===== src/rtl/carp_pkg.sv =====
`default_nettype none

package carp_pkg;

    localparam int S_TDATA_W  = 24;
    localparam int M_TDATA_W  = 16;
    localparam int CFG_DATA_W = 16;
    localparam int CFG_IDX_W  = 1;

    // configuration register indexes
    localparam logic [CFG_IDX_W-1:0] CFG_TIMEOUT_TICKS = 1'd0;
    localparam logic [CFG_IDX_W-1:0] CFG_RETRY_LIMIT   = 1'd1;

    localparam logic [15:0] TIMEOUT_RESET = 16'd3000;
    localparam logic [3:0]  RETRY_RESET   = 4'd3;

    // message kinds
    localparam logic [1:0] MSG_NONE      = 2'd0;
    localparam logic [1:0] MSG_REPORT    = 2'd1;
    localparam logic [1:0] MSG_COMPLETED = 2'd2;
    localparam logic [1:0] MSG_ERROR     = 2'd3;

    // led bit positions
    localparam int LED_RED   = 0;
    localparam int LED_GREEN = 1;

    typedef struct packed {
        logic        valid;
        logic [1:0]  kind;
        logic [11:0] sample;
        logic [1:0]  leds;
    } msg_t;

    // decimal weight for digit position k (thousands first)
    function automatic logic [13:0] digit_weight(input logic [1:0] k);
        case (k)
            2'd0:    return 14'd1000;
            2'd1:    return 14'd100;
            default: return 14'd10;
        endcase
    endfunction

    // decimal digit of r at weight of position k, r below ten times the weight
    function automatic logic [3:0] digit_of(input logic [11:0] r, input logic [1:0] k);
        logic [13:0] w;
        logic [17:0] m;
        logic [3:0]  cnt;
        w   = digit_weight(k);
        cnt = 4'd0;
        for (int i = 1; i < 10; i++) begin
            m = w * 4'(i);
            if ({6'd0, r} >= m) begin
                cnt = cnt + 4'd1;
            end
        end
        return cnt;
    endfunction

    function automatic logic [7:0] completed_char(input logic [3:0] pos);
        case (pos)
            4'd0:    return "C";
            4'd1:    return "O";
            4'd2:    return "M";
            4'd3:    return "P";
            4'd4:    return "L";
            4'd5:    return "E";
            4'd6:    return "T";
            4'd7:    return "E";
            4'd8:    return "D";
            4'd9:    return 8'h0D;
            default: return 8'h0A;
        endcase
    endfunction

    function automatic logic [7:0] error_char(input logic [3:0] pos);
        case (pos)
            4'd0:    return "E";
            4'd1:    return "R";
            4'd2:    return "R";
            4'd3:    return "O";
            4'd4:    return "R";
            4'd5:    return 8'h0D;
            default: return 8'h0A;
        endcase
    endfunction

endpackage

`default_nettype wire


===== src/rtl/carp_control.sv =====
`default_nettype none

module carp_control (
    input  wire logic                            aclk,
    input  wire logic                            aresetn,
    input  wire logic                            beat,
    input  wire logic                            opcode,
    input  wire logic [7:0]                      rx_byte,
    input  wire logic [11:0]                     adc_sample,
    input  wire logic                            cfg_wen,
    input  wire logic [carp_pkg::CFG_IDX_W-1:0]  cfg_index,
    input  wire logic [carp_pkg::CFG_DATA_W-1:0] cfg_wdata,
    input  wire logic                            msg_take,
    output carp_pkg::msg_t                       msg
);
    import carp_pkg::*;

    localparam logic [3:0] PS_IDLE     = 4'd0;
    localparam logic [3:0] PS_BANG     = 4'd1;
    localparam logic [3:0] PS_R        = 4'd2;
    localparam logic [3:0] PS_S        = 4'd3;
    localparam logic [3:0] PS_T        = 4'd4;
    localparam logic [3:0] PS_O        = 4'd5;
    localparam logic [3:0] PS_K        = 4'd6;
    localparam logic [3:0] PS_RST_HASH = 4'd7;
    localparam logic [3:0] PS_OK_HASH  = 4'd8;

    localparam logic [1:0] LS_IDLE  = 2'd0;
    localparam logic [1:0] LS_WAIT  = 2'd1;
    localparam logic [1:0] LS_ERROR = 2'd2;

    localparam logic [1:0] EV_NONE = 2'd0;
    localparam logic [1:0] EV_BAD  = 2'd1;
    localparam logic [1:0] EV_RST  = 2'd2;
    localparam logic [1:0] EV_OK   = 2'd3;

    logic [15:0] timeout_reg;
    logic [3:0]  limit_reg;
    logic [3:0]  parser_reg, parser_next;
    logic [1:0]  link_reg, link_next;
    logic [3:0]  retry_reg, retry_next;
    logic [15:0] wait_reg, wait_next;
    logic [1:0]  led_reg, led_next;
    msg_t        msg_reg, msg_next;

    logic       term;
    logic [1:0] ev;
    logic [7:0] expect_c;
    logic [3:0] match_state;
    logic [3:0] retry_inc;
    logic [1:0] kind;

    assign msg = msg_reg;

    always_comb begin
        term        = (rx_byte == 8'h0D) || (rx_byte == 8'h0A);
        ev          = EV_NONE;
        parser_next = parser_reg;
        expect_c    = 8'h00;
        match_state = parser_reg;
        case (parser_reg)
            PS_BANG: begin
                if (rx_byte == "R") begin
                    parser_next = PS_R;
                end else if (rx_byte == "O") begin
                    parser_next = PS_O;
                end else if (term) begin
                    parser_next = PS_IDLE;
                    ev          = EV_BAD;
                end
            end
            PS_R, PS_S, PS_T, PS_O, PS_K: begin
                case (parser_reg)
                    PS_R: begin
                        expect_c    = "S";
                        match_state = PS_S;
                    end
                    PS_S: begin
                        expect_c    = "T";
                        match_state = PS_T;
                    end
                    PS_T: begin
                        expect_c    = "#";
                        match_state = PS_RST_HASH;
                    end
                    PS_O: begin
                        expect_c    = "K";
                        match_state = PS_K;
                    end
                    default: begin
                        expect_c    = "#";
                        match_state = PS_OK_HASH;
                    end
                endcase
                if (rx_byte == expect_c) begin
                    parser_next = match_state;
                end else if (term) begin
                    parser_next = PS_IDLE;
                    ev          = EV_BAD;
                end
            end
            PS_RST_HASH: begin
                if (term) begin
                    parser_next = PS_IDLE;
                    ev          = EV_RST;
                end
            end
            PS_OK_HASH: begin
                if (term) begin
                    parser_next = PS_IDLE;
                    ev          = EV_OK;
                end
            end
            default: begin
                parser_next = (rx_byte == "!") ? PS_BANG : PS_IDLE;
            end
        endcase
    end

    always_comb begin
        link_next  = link_reg;
        retry_next = retry_reg;
        wait_next  = wait_reg;
        led_next   = led_reg;
        kind       = MSG_NONE;
        retry_inc  = retry_reg + 4'd1;
        if (!opcode) begin
            case (ev)
                EV_BAD: begin
                    link_next = LS_ERROR;
                end
                EV_RST: begin
                    kind = MSG_REPORT;
                end
                EV_OK: begin
                    retry_next = 4'd0;
                    link_next  = LS_IDLE;
                    kind       = MSG_COMPLETED;
                end
                default: begin
                end
            endcase
        end else if (link_reg == LS_WAIT) begin
            if (wait_reg > 16'd1) begin
                wait_next = wait_reg - 16'd1;
            end else begin
                wait_next = 16'd0;
                if (retry_inc >= limit_reg) begin
                    retry_next = 4'd0;
                    led_next   = 2'b00;
                    led_next[LED_GREEN] = 1'b1;
                    link_next  = LS_IDLE;
                    kind       = MSG_ERROR;
                end else begin
                    retry_next = retry_inc;
                    kind       = MSG_REPORT;
                end
            end
        end
        if (kind == MSG_REPORT) begin
            led_next = 2'b00;
            led_next[LED_RED] = 1'b1;
            wait_next = timeout_reg;
            link_next = LS_WAIT;
        end
        msg_next = msg_reg;
        if (msg_take) begin
            msg_next.valid = 1'b0;
        end
        if (kind != MSG_NONE) begin
            msg_next.valid  = 1'b1;
            msg_next.kind   = kind;
            msg_next.sample = adc_sample;
            msg_next.leds   = led_next;
        end
    end

    always_ff @(posedge aclk) begin
        if (!aresetn) begin
            timeout_reg   <= TIMEOUT_RESET;
            limit_reg     <= RETRY_RESET;
            parser_reg    <= PS_IDLE;
            link_reg      <= LS_IDLE;
            retry_reg     <= 4'd0;
            wait_reg      <= 16'd0;
            led_reg       <= 2'b00;
            msg_reg.valid <= 1'b0;
        end else begin
            if (cfg_wen) begin
                case (cfg_index)
                    CFG_TIMEOUT_TICKS: timeout_reg <= cfg_wdata[15:0];
                    CFG_RETRY_LIMIT:   limit_reg   <= cfg_wdata[3:0];
                    default: begin
                    end
                endcase
            end
            if (beat) begin
                if (!opcode) begin
                    parser_reg <= parser_next;
                end
                link_reg  <= link_next;
                retry_reg <= retry_next;
                wait_reg  <= wait_next;
                led_reg   <= led_next;
                msg_reg   <= msg_next;
            end else if (msg_take) begin
                msg_reg.valid <= 1'b0;
            end
        end
    end

endmodule

`default_nettype wire


===== src/rtl/carp_serializer.sv =====
`default_nettype none

module carp_serializer (
    input  wire logic       aclk,
    input  wire logic       aresetn,
    input  carp_pkg::msg_t  msg,
    output logic            msg_take,
    output logic            m_tvalid,
    input  wire logic       m_tready,
    output logic [7:0]      tx_char,
    output logic            last_char,
    output logic            led_red,
    output logic            led_green
);
    import carp_pkg::*;

    logic        busy_reg;
    logic [1:0]  kind_reg;
    logic [3:0]  pos_reg;
    logic [11:0] rem_reg;
    logic [3:0]  dig_reg [4];
    logic [1:0]  led_reg;

    logic [3:0]  nd;
    logic [3:0]  last_pos;
    logic [3:0]  dig_idx;
    logic [3:0]  digit;
    logic [13:0] w;
    logic [17:0] sub;
    logic        advance;

    always_comb begin
        if (dig_reg[0] != 4'd0) begin
            nd = 4'd4;
        end else if (dig_reg[1] != 4'd0) begin
            nd = 4'd3;
        end else if (dig_reg[2] != 4'd0) begin
            nd = 4'd2;
        end else begin
            nd = 4'd1;
        end
        case (kind_reg)
            MSG_COMPLETED: last_pos = 4'd10;
            MSG_ERROR:     last_pos = 4'd6;
            default:       last_pos = 4'd7 + nd;
        endcase
        dig_idx = pos_reg - 4'd1 - nd;
        case (kind_reg)
            MSG_COMPLETED: tx_char = completed_char(pos_reg);
            MSG_ERROR:     tx_char = error_char(pos_reg);
            default: begin
                case (pos_reg)
                    4'd0: tx_char = "!";
                    4'd1: tx_char = "A";
                    4'd2: tx_char = "D";
                    4'd3: tx_char = "C";
                    4'd4: tx_char = "=";
                    default: begin
                        if (pos_reg < 4'd5 + nd) begin
                            tx_char = 8'h30 | {4'd0, dig_reg[dig_idx[1:0]]};
                        end else if (pos_reg == 4'd5 + nd) begin
                            tx_char = "#";
                        end else if (pos_reg == 4'd6 + nd) begin
                            tx_char = 8'h0D;
                        end else begin
                            tx_char = 8'h0A;
                        end
                    end
                endcase
            end
        endcase
        // one decimal digit per prefix beat, thousands first
        digit = digit_of(rem_reg, pos_reg[1:0]);
        w     = digit_weight(pos_reg[1:0]);
        sub   = w * digit;
    end

    assign m_tvalid  = busy_reg;
    assign last_char = (pos_reg == last_pos);
    assign led_red   = led_reg[LED_RED];
    assign led_green = led_reg[LED_GREEN];
    assign advance   = busy_reg && m_tready;
    assign msg_take  = msg.valid && (!busy_reg || (advance && last_char));

    always_ff @(posedge aclk) begin
        if (!aresetn) begin
            busy_reg <= 1'b0;
            pos_reg  <= 4'd0;
        end else if (msg_take) begin
            busy_reg <= 1'b1;
            pos_reg  <= 4'd0;
        end else if (advance) begin
            if (last_char) begin
                busy_reg <= 1'b0;
            end
            pos_reg <= pos_reg + 4'd1;
        end
    end

    always_ff @(posedge aclk) begin
        if (msg_take) begin
            kind_reg <= msg.kind;
            rem_reg  <= msg.sample;
            led_reg  <= msg.leds;
        end else if (advance && kind_reg == MSG_REPORT && pos_reg < 4'd4) begin
            if (pos_reg == 4'd3) begin
                dig_reg[3] <= rem_reg[3:0];
            end else begin
                dig_reg[pos_reg[1:0]] <= digit;
                rem_reg <= rem_reg - sub[11:0];
            end
        end
    end

endmodule

`default_nettype wire


===== src/rtl/command_ack_retry_protocol_unit.sv =====
`default_nettype none

// Command/acknowledge/retry unit. Input beats carry either a received byte
// (tuser 0) or a timer tick (tuser 1); frames "!RST#" and "!OK#" closed by CR
// or LF are recognized. An input beat is decoded in the cycle it is accepted;
// a beat that causes a response places it in a one-entry holding register and
// the character serializer sends it one character per cycle while m_tready is
// high; a report "!ADC=<n>#\r\n" has 9 to 12 characters, COMPLETED 11 and ERROR 7.
// s_tready is high whenever the holding register is free, so beats that cause no
// response stream at one per cycle while it stays free, and a second response can
// be queued while the first is still being sent; the serializer's character rate
// sets the sustained rate for response-producing beats. LED levels in each output
// beat are those in force after the message. Configuration writes take effect
// at once and are expected only while the unit is idle.
module command_ack_retry_protocol_unit (
    input  wire logic                            aclk,
    input  wire logic                            aresetn,
    input  wire logic                            s_tvalid,
    output logic                                 s_tready,
    // rx_byte [7:0], adc_sample [19:8], zero [23:20]
    input  wire logic [carp_pkg::S_TDATA_W-1:0]  s_tdata,
    // opcode [0]
    input  wire logic [0:0]                      s_tuser,
    output logic                                 m_tvalid,
    input  wire logic                            m_tready,
    // tx_char [7:0], led_red [8], led_green [9], zero [15:10]
    output logic [carp_pkg::M_TDATA_W-1:0]       m_tdata,
    output logic                                 m_tlast,
    input  wire logic                            cfg_wen,
    input  wire logic [carp_pkg::CFG_IDX_W-1:0]  cfg_index,
    input  wire logic [carp_pkg::CFG_DATA_W-1:0] cfg_wdata
);
    import carp_pkg::*;

    msg_t       msg;
    logic       msg_take;
    logic [7:0] tx_char;
    logic       led_red;
    logic       led_green;

    assign s_tready = !msg.valid;
    assign m_tdata  = {6'd0, led_green, led_red, tx_char};

    carp_control u_control (
        .aclk       (aclk),
        .aresetn    (aresetn),
        .beat       (s_tvalid && s_tready),
        .opcode     (s_tuser[0]),
        .rx_byte    (s_tdata[7:0]),
        .adc_sample (s_tdata[19:8]),
        .cfg_wen    (cfg_wen),
        .cfg_index  (cfg_index),
        .cfg_wdata  (cfg_wdata),
        .msg_take   (msg_take),
        .msg        (msg)
    );

    carp_serializer u_serializer (
        .aclk      (aclk),
        .aresetn   (aresetn),
        .msg       (msg),
        .msg_take  (msg_take),
        .m_tvalid  (m_tvalid),
        .m_tready  (m_tready),
        .tx_char   (tx_char),
        .last_char (m_tlast),
        .led_red   (led_red),
        .led_green (led_green)
    );

endmodule

`default_nettype wire


===== config.mk =====
export PLATFORM = sky130hd
export DESIGN_NAME = command_ack_retry_protocol_unit
export DESIGN_NICKNAME = d
export VERILOG_FILES = /design/src/rtl/carp_pkg.sv /design/src/rtl/carp_control.sv /design/src/rtl/carp_serializer.sv /design/src/rtl/command_ack_retry_protocol_unit.sv
export SDC_FILE = /design/constraint.sdc
export NUM_CORES = 1
export LEC_CHECK = 0
export BUFFER_PORTS_ARGS = -buffer_cell sky130_fd_sc_hd__buf_2
export CAP_MARGIN = 20
export CELL_PAD_IN_SITES_DETAIL_PLACEMENT = 1
export CELL_PAD_IN_SITES_GLOBAL_PLACEMENT = 1
export CORE_ASPECT_RATIO = 1.2
export CORE_MARGIN = 8
export CORE_UTILIZATION = 30
export DETAILED_ROUTE_END_ITERATION = 8
export PLACE_DENSITY = 0.59
export SYNTH_ARGS = -nofsm -noshare
export SYNTH_HDL_FRONTEND = slang
export SYNTH_SLANG_ARGS = --single-unit

===== constraint.sdc =====
create_clock -name aclk -period 19.8 [get_ports aclk]
set_clock_uncertainty 0.1 [all_clocks]
set_input_delay 1.98 -clock aclk [delete_from_list [all_inputs] [get_ports aclk]]
set_output_delay 1.98 -clock aclk [all_outputs]
set_load 0.01 [all_outputs]

# Word-level counts from Yosys, hierarchy flattened
# Memories as Yosys holds them, arrays and structs flattened. A register that Yosys moved wholly into a read port is not among the register bits.
# Index checks and enable logic that the tools add are counted.
# Widths: inputs -> output; s select.
[word_totals] ramBits=16 in_bits=47 romBits=96 word_cells=214 output_inout_bits=19 reg_bits=86 mem_count=2
[memory_table] name="(no name shown)" words=16 width=6 read_ports=1 rd_ports_with_merged_regs=1 write_ports=0 line="carp_pkg.sv:60" rtl="case (pos)"
[memory_table] name="u_serializer.dig_reg" words=4 width=4 read_ports=4 rd_ports_with_merged_regs=0 write_ports=1 line="carp_serializer.sv:21" rtl="logic [3:0] dig_reg [4];"
[classes] addsub=17 mul=6 order_cmp=13 n_reduce_logical=37 n_mux=83 eq_ne=37 n_bitwise=3
[op_table] operator="$mux 4" count=22
[op_table] operator="$mux 16" count=4
[op_table] operator="$ge 12x17->1" count=3
[op_table] operator="$mux 2" count=21
[op_table] operator="$pmux 8 s5" count=1
[op_table] operator="$add 4x1->4 const B" count=9
[op_table] operator="$mux 12" count=3
[op_table] operator="$pmux 7 s4" count=1
[op_table] operator="$mul 10x3->13 const B" count=2
[op_table] operator="$eq 4x3->1 const B" count=6
[op_table] operator="$mul 10x2->12 const B" count=2
[op_table] operator="$mux 8" count=3
[op_table] operator="$pmux 7 s3" count=1
[op_table] operator="$pmux 10 s2" count=1
[op_table] operator="$ge 12x18->1" count=1
[op_table] operator="$mux 1" count=17
[op_table] operator="$mux 17" count=1
[op_table] operator="$eq 4x2->1 const B" count=4
[op_table] operator="$eq 8x4->1 const B" count=2
[op_table] operator="$eq 8x7->1 const B" count=2
[op_table] operator="$ge 12x16->1" count=1
[op_table] operator="$gt 16x1->1 const B" count=1
[op_table] operator="$pmux 4 s4" count=1
[op_table] operator="$pmux 8 s2" count=1
[op_table] operator="other kinds (47)" count=86

# Longest topological paths before layout
[logic_depth] word_depth=25 ltp_mapped=55 mapped_depth_nobuf=53

# By module
# A second synthesis with hierarchy kept.
[unflattened] cells_unflattened=1094 area_unflattened_um2=9439.1
[by_module_without_submodules] mod="carp_serializer" n_inst=1 cells_each=663 area_per_inst_um2=5768.0 seq_area_each_um2=1181.1
[by_module_without_submodules] mod="carp_control" n_inst=1 cells_each=420 area_per_inst_um2=3597.2 seq_area_each_um2=1461.4
[by_module_without_submodules] mod="command_ack_retry_protocol_unit" n_inst=1 cells_each=11 area_per_inst_um2=73.8 seq_area_each_um2=0.0

# Worst setup path before layout
# No wires, ideal clock.
[synth_path] path_kind="reg2reg" startpoint="reg u_serializer.pos_reg[1]" endpoint="reg u_serializer.rem_reg[10], data pin" period_less_slack_ns=10.430 t_arrival_ns=10.055 required_ns=19.425 n_path_buf=2 setup_ns=0.275 setup_slack_ns=9.370 path_stages_with_launch=52 cell_sequence="dfxtp_1 > clkbuf_1 > inv_1 > ha_1 > clkbuf_1 > nor2_1 > ha_1 > nand2b_4 > a21boi_0 > o21a_1 > o31a_1 > nor2_1 > o21bai_1 > a21oi_1 > nor2b_1 > o21ai_0 > and2_1 > ha_1 > [... 16 more ...] > o211ai_2 > xnor3_2 > and2_1 > fa_1 > ha_1 > fa_1 > inv_1 > ha_1 > inv_1 > a21oi_1 > o21ai_0 > a21oi_1 > o21ai_0 > nand2b_1 > a21o_1 > a21oi_1 > xnor2_1 > o21ai_0"
[synth_via] elab_chain_len=25 word_cells_on_any_way=43 cone_classes="add/sub (9); mul (6); order compare (9); eq/ne (2); mux (13); reduce/logical (4)"
[synth_lines] item="start, declared" line="carp_serializer.sv:19" rtl="logic [3:0] pos_reg;"
[synth_lines] item="start signal, assigned" line="carp_serializer.sv:96" rtl="pos_reg <= pos_reg + 4'd1;"
[synth_lines] item="branches (longest 24 deep; another with $ge 12x16->1)"
[synth_lines] item="$mux 12 *" line="carp_serializer.sv:101" rtl="if (msg_take) begin"
[synth_lines] item="end signal, assigned" line="carp_serializer.sv:103" rtl="rem_reg <= msg.sample;"
[synth_lines] item="end signal, assigned" line="carp_serializer.sv:110" rtl="rem_reg <= rem_reg - sub[11:0];"
[synth_lines] item="end, declared" line="carp_serializer.sv:20" rtl="logic [11:0] rem_reg;"
# Every way passes the cells marked *. The select of a mux whose other input is x is not followed.
# A chain may end at the register's enable or synchronous reset.

# Final worst setup path
[layout_path] startpoint="reg u_serializer.pos_reg[0]" endpoint="reg u_serializer.rem_reg[11], data pin"
# The elaborated chain is that of the path after synthesis.

==> results.ini <==
[drt]
drtIter0Drc=321
ant_nets=0
wl_um=25800
drc=0
vias=7903
wl_per_cell_um=16.7
viasPerCell=5.14
first_pass_iters=4

[setup_path]
cp_data_arrival_time_ps=11750
cp_max_fo=17
cp.required_ps=19890
end_kind=flop
cpMostUsedCell=ha_1
slowest_delay_ps=570
reg2reg_setup_slack_ps=8140
criticalPathCategory=reg2reg
slowest_stage=dfxtp_1
cp_top_family=adder cells
cp-start-kind=flop
crit_buf_inv=3

[pwr]
p_per_area_mw_per_mm2=43.0
ir_drop_v=0.0000444
leakage_nw=4.29
total_power_uw=443

[logic_synthesis]
ys_warn_count=0
yosysMostFrequentCell=nand2_1
synth_top_family_by_area=simple AND/OR/NAND/NOR gates
yosys_register_bits=108
synthArstFlopShare_pct=0
yosysSeqAreaShare_pct=28.3
synth_cell_types=88
synth_xor_area_share_pct=4.73
synth-edff-count=48
syn_inst=1106
yosys.area_share.simple_pct=20.8
synth_fa_ha_area_share_pct=18.0
synth_area_leaders=edfxtp_1 15%, ha_1 14%, dfxtp_1 13%
synth.area.mux_share_pct=2.29
netlist_area_mm2=0.00934
yosysTopAreaCell=edfxtp_1
synth_compound_area_share_pct=19.4
avgSynthCellArea_um2=8.44
synth_top_area_share_pct=15.4
synthTopCellsByCount=119 x nand2_1, 106 x ha_1, 103 x nor2_1, 98 x inv_1, 74 x a21oi_1
synth-main-ff-cell=dfxtp_1

[final_layout]
final_layout_size_suffix_gt1_share_pct=9.97
num_antenna_cells=0
nets=1308
largest_register_ffs=17
syn_to_final_growth_pct=10.3
fin_util_pct=33.7
final_cells=1539
design_area_mm2=0.0103

[clock_network]
cts_made_buffers=9
ctsResizeCount=0
clockBufferDepth=2
worstSkewPairLatency_ps=360
htree_levels=3
path_clk_slew_ps=80
cts-root-buf=clkbuf_16
postCtsSetupRepairBufs=0
hold_buffers=0
clock_sinks=108
cts_tree=built

[grt]
overflow=0
grt_start_max_net_pins=36
antenna_found_initial=1
first_global_vias=8553
grt_pass1_wl_um=43500
grtUsageTotal_pct=14.2

[worst_hold_path]
hp-class=reg2reg

[timing]
drv_slew=0
min_period_ps=11660
worst_pin_slew_ps=986
setup_violations=0
timing.final.crit_share_pct=58.9
hold_slack_ps=333
relSlewSlack_pct=33.6
hold_viol_final=0
setup_tns_ps=0
rsz0062_at_grt=no
max_freq_mhz=85.8
finalWorstSetupSlack_ps=8140

[run_status]
run_status=finished clean

[floorplan]
fp.dieH_um=209
start_util_pct=30.5
rows=70
core_mm2=0.0306
die_area_mm2=0.0370
die_w_um=177
ios=66

[job]
drv_cap=0

[place]
place_hpwl_um=20300
numPortBuffers=54
gp_congestion=0.811
place_area_mm2=0.00998
place_inst=1522
dp_slack_ps=8060

## power by group
group	leakage, nW	switching [mW]	total (mW)	internal, mW
Sequential	0.919	0.00135	0.235	0.233
Combinational	3.22	0.0111	0.0183	0.00716
Clock	0.151	0.0898	0.190	0.100
Total	4.29	0.102	0.443	0.341
## cell families (layout without fill, tap and decap cells)
logic type,Yosys count,after routing
other,1,7
muxes,16,16
adders and majority gates,124,124
AOI/OAI and AO/OA,264,264
buffers and inverters,149,180
xor gates and xnor gates,42,42
DFF,108,108
and+or+nand+nor,402,402
## area by class of cell
| type | count | area, um2 |
|---|---|---|
| inverters | 101 | 379 |
| clock inverters | 7 | 82.6 |
| flip-flops and latches | 108 | 2640 |
| well taps | 396 | 495 |
| multi-input cells | 855 | 6130 |
| repair buffers | 63 | 338 |
| clock buffers | 9 | 225 |
| fillers | 3627 | 20300 |
## placed cells by master, fill, tap and decap left out, types with 10 or more instances in the layout
cell / n
and2_1: 10
nand2_1: 119
xor2_1: 12
nand3_1: 34
dfxtp_1: 60
nor3_1: 22
buf_2: 54
a21oi_1: 74
a211oi_1: 15
o21ai_0: 43
a22oi_1: 10
ha_1: 106
o21a_1: 12
o31ai_1: 11
inv_1: 98
edfxtp_1: 48
nor2_1: 103
xnor2_1: 24
nor2b_1: 25
fa_1: 17
or3_1: 12
nand2b_1: 23
## routing by layer
metal	up-vias	GRT usage [%]	share of wire, %	wire, um
met3	33	1.98	2.1	553
met1	3828	16.8	45	11600
met2	73	25.7	51	13000
li1	3967	-	-	-
met5	-	0	0.050	13
met4	2	4.82	2.3	586
## path summary, 6_finish.rpt
kind | start | to | depth (start not counted)
max | u_serializer.pos_reg[0] | u_serializer.rem_reg[11] | 50
min | u_control.msg[1] | u_serializer.led_reg[1] | 0
max reg2reg | u_serializer.pos_reg[0] | u_serializer.rem_reg[11] | 50
min reg2reg | u_control.msg[1] | u_serializer.led_reg[1] | 0
## worst register-to-register path, delay by kind of cell (launching register included)
| kind | cells | cell delay [ps] |
|---|---|---|
| fa+ha+maj | 12 | 4010 |
| xor+xnor | 1 | 550 |
| compound gates | 22 | 3760 |
| simple gates | 11 | 1780 |
| flops | 1 | 570 |
| mux | 1 | 200 |
| buf+inv | 3 | 530 |
Note: power is estimated with default switching activity, not from simulation.
